===== src/ttcw_ram.sv =====
module ttcw_ram #(
    parameter int WIDTH = 8,
    parameter int DEPTH = 256
) (
    input  logic                     i_clk,
    input  logic                     i_we,
    input  logic [$clog2(DEPTH)-1:0] i_waddr,
    input  logic [WIDTH-1:0]         i_wdata,
    input  logic                     i_re,
    input  logic [$clog2(DEPTH)-1:0] i_raddr,
    output logic [WIDTH-1:0]         o_rdata
);

    logic [WIDTH-1:0] r_mem [DEPTH];
    logic [WIDTH-1:0] r_rdata;

    always_ff @(posedge i_clk) begin
        if (i_we) begin
            r_mem[i_waddr] <= i_wdata;
        end
        if (i_re) begin
            r_rdata <= r_mem[i_raddr];
        end
    end

    assign o_rdata = r_rdata;

endmodule


===== config.mk =====
export PLATFORM = sky130hd
export DESIGN_NAME = ttcw_ram
export DESIGN_NICKNAME = d
export VERILOG_FILES = /design/src/ttcw_ram.sv
export SDC_FILE = /design/constraint.sdc
export NUM_CORES = 2
export LEC_CHECK = 0
export ABC_AREA = 1
export BUFFER_PORTS_ARGS = -buffer_cell sky130_fd_sc_hd__buf_4
export CORE_MARGIN = 10
export CORE_UTILIZATION = 50
export DETAILED_ROUTE_END_ITERATION = 16
export PLACE_DENSITY = 0.65
export REMOVE_ABC_BUFFERS = 1
export SLEW_MARGIN = 20
export SYNTH_ARGS = -nofsm -noshare
export SYNTH_HDL_FRONTEND = slang
export SYNTH_SLANG_ARGS = --single-unit
export TNS_END_PERCENT = 20

===== constraint.sdc =====
create_clock -name i_clk -period 4.6 [get_ports i_clk]
set_input_delay 0.23 -clock i_clk [delete_from_list [all_inputs] [get_ports i_clk]]
set_output_delay 0.23 -clock i_clk [all_outputs]
set_load 0.03 [all_outputs]

==> results.cfg <==
[run_status]
status = completed

[synth]
yosysWarningCount = 0
yosysUniqueCellTypes = 13
syn_inst = 7003
syn_area_sq_um = 83500
syn_area_per_cell_sq_um = 11.9
ys_ff_latch = 2056
ys_seq_area_share_pct = 74.0

[detailed_routing]
wl_per_cell_microns = 24.2
vias_per_cell = 5.89
vias = 54300
dr.pass1.iters = 8
ant_nets = 0
drt_wl_total_mm = 223
route.detailed.drc = 0
drt-initial-drc-count = 7133

[grt]
gr-total-overflow = 0
antenna_found_initial = 5
grt_pass1_vias = 51300
grt_max_degree = 205
grtUsageTotal_pct = 23.6
grt_pass1_wl_mm = 332

[floorplanning]
die_w_microns = 429
start_util_pct = 50.4
dieArea_sq_um = 184000
core_area_sq_um = 166000
die_y_microns = 429
placementRows = 149
ios = 35

[clocking]
cts_buffers = 197
clkLatencyLatePin_ps = 840
clk_pin_slew_ps = 60
cts.path.max_buffers = 3
clock-sinks = 2056
cts_tree = built
clockRootBuffer = clkbuf_16
h-tree-depth = 4
cts_resized = 0

[setup_path]
crit_path_end_kind = flop
critical_path.top_delay_family = buffers and inverters
worstPathCellList = buf_8, inv_8, buf_12, nand3_1, nand3_1, nand3_1, nand3_1, nand3_1, nand3_1, nand2_1, nand2_1, dlygate4sd3_1, nand2_1
crit_slowest_cell = inv_8
worst-path-max-fanout = 90
r2r-start = r_mem[153][6]$_DFFE_PP_
path_common_cell = nand3_1
reg2reg_slack_ps = 2220
r2r_end = o_rdata[6]$_DFFE_PP_
arrival_ps = 3320
critPathKind = in2reg
critPathBufInv = 4
cp_data_required_time_ps = 5180
critPathLaunchType = input port
cp-startpoint = i_raddr[1]
reg2regPathDepth = 11
cpPeakStageDelay_ps = 560

[layout]
utilization_pct = 55.3
final_common_cell = nand2_1
drive_gt1_share_pct = 5.82
layout_common_cells = nand2_1 (2121), edfxtp_1 (2056), nand3_1 (2019)
syn2layout_area_growth_pct = 9.74
fin_area_sq_um = 91600
fin_cells = 9225
nets = 6901

[timing]
fin_crit_sh_pct = 59.5
max_freq_mhz = 366
finalMaxSlewViolations = 0
fin_skew_ps = 27.0
tightest_slew_ps = 1180
period_minus_slack_ps = 2730
finalHoldViolCount = 0
max-slew-margin-rel_pct = 21.3
grt_setup_unrepaired = false
setup_viol = 0

[placed_design]
place_area_sq_um = 85400
port_buffers = 34
gp_congestion = 0.870
hpwl_mm = 123
dp_cells = 8853

[worst_hold_path]
holdPathStages = 1
hold_end = r_mem[54][6]$_DFFE_PP_
hp-start = i_wdata[6]
hold_path.class = in2reg

[pwr]
leakage_nw = 31.5
peakVddDrop_uv = 447
power_density_nw_per_um2 = 421

[flow_run]
maxCapViolations = 0
## report_power, final
part / leakage (nW) / switching, W / total (W) / internal (W)
registers: 18.5 / 0.0000251 / 0.0207 / 0.0207
clock network: 2.98 / 0.00677 / 0.0155 / 0.00877
logic: 10.0 / 0.00180 / 0.00235 / 0.000555
total: 31.5 / 0.00859 / 0.0386 / 0.0300
## area by class of cell
type	instances	area (sq um)
fill	13400	73900
tap	2189	2740
clock inverter	101	833
timing repair buffer	155	1670
inverter	39	180
multi-input combinational	4425	19100
antenna	4	10.0
clock buffer	256	5280
sequential	2056	61700
## flip-flops by register name, summed over array words and instances (netlist names)
signal and count:
o_rdata 8, r_mem 2048
## worst max path at each step
| stage | depth (start not counted) | end | slack, ps |
|---|---|---|---|
| 6_report | 13 | o_rdata[6]$_DFFE_PP_ | 1870 |
| 5_1_grt | 15 | o_rdata[6]$_DFFE_PP_ | 1730 |
| 4_1_cts | 13 | o_rdata[6]$_DFFE_PP_ | 2030 |
| 3_5_place_dp | 12 | o_rdata[6]$_DFFE_PP_ | 1250 |
| 3_3_place_gp | 5 | r_mem[102][1]$_DFFE_PP_ | 1070 |
| 2_1_floorplan | 11 | o_rdata[7]$_DFFE_PP_ | -1350 |
## synth_stat cells
| cell type | count | area share, % |
|---|---|---|
| clkbuf_1 | 112 | 0.50 |
| inv_1 | 36 | 0.16 |
| buf_8 | 1 | 0.018 |
| buf_1 | 40 | 0.18 |
| nand3_1 | 2019 | 12 |
| inv_4 | 1 | 0.0075 |
| edfxtp_1 | 2056 | 74 |
| inv_2 | 2 | 0.0090 |
| buf_2 | 268 | 1.6 |
| nor2_1 | 283 | 1.3 |
| buf_4 | 46 | 0.41 |
| buf_6 | 16 | 0.22 |
| nand2_1 | 2123 | 9.5 |
## logic make-up (layout without fill, tap and decap cells)
family / Yosys count / in the layout / synth area share, %
other: 0 / 4 / 0
AND/OR/NAND/NOR: 4425 / 4425 / 22.9
buffers and inverters: 522 / 551 / 3.12
flip-flops: 2056 / 2056 / 74.0
## through the flow
stage	worst slack [ps]	setup TNS [ps]	power, W	hold slack (ps)
finish	1870	0	0.0386	1.34
global route	1730	0	0.0397	27.9
CTS	2030	0	0.0387	2.24
detailed placement	1250	0	0.0234	613
global placement	1070	0	0.0234	616
floorplan	-1350	-10770	0.0222	329
## worst reg2reg max path: cells and delay by family, from the launching register on
family                 cells  cell delay [ps]
buffers and inverters      1              560
DFF                        1              390
and+or+nand+nor           10             1200
## repair_timing
| item | CTS | global route |
|---|---|---|
| endpoints found under the hold margin | 441 | 0 |
| hold buffers | 11 | 0 |
| setup buffers | 0 | 0 |
## per-layer routing
layer  vias to the layer above  GRT usage [%]  part of all wire (%)
met2                      2842           37.4                    47
met3                       408           4.22                   9.4
met5                         -              0                0.0049
met1                     26500           32.9                    40
met4                         2           8.64                   3.6
li1                      24600              -                     -
No activity file was read; power rests on OpenSTA's default activity.
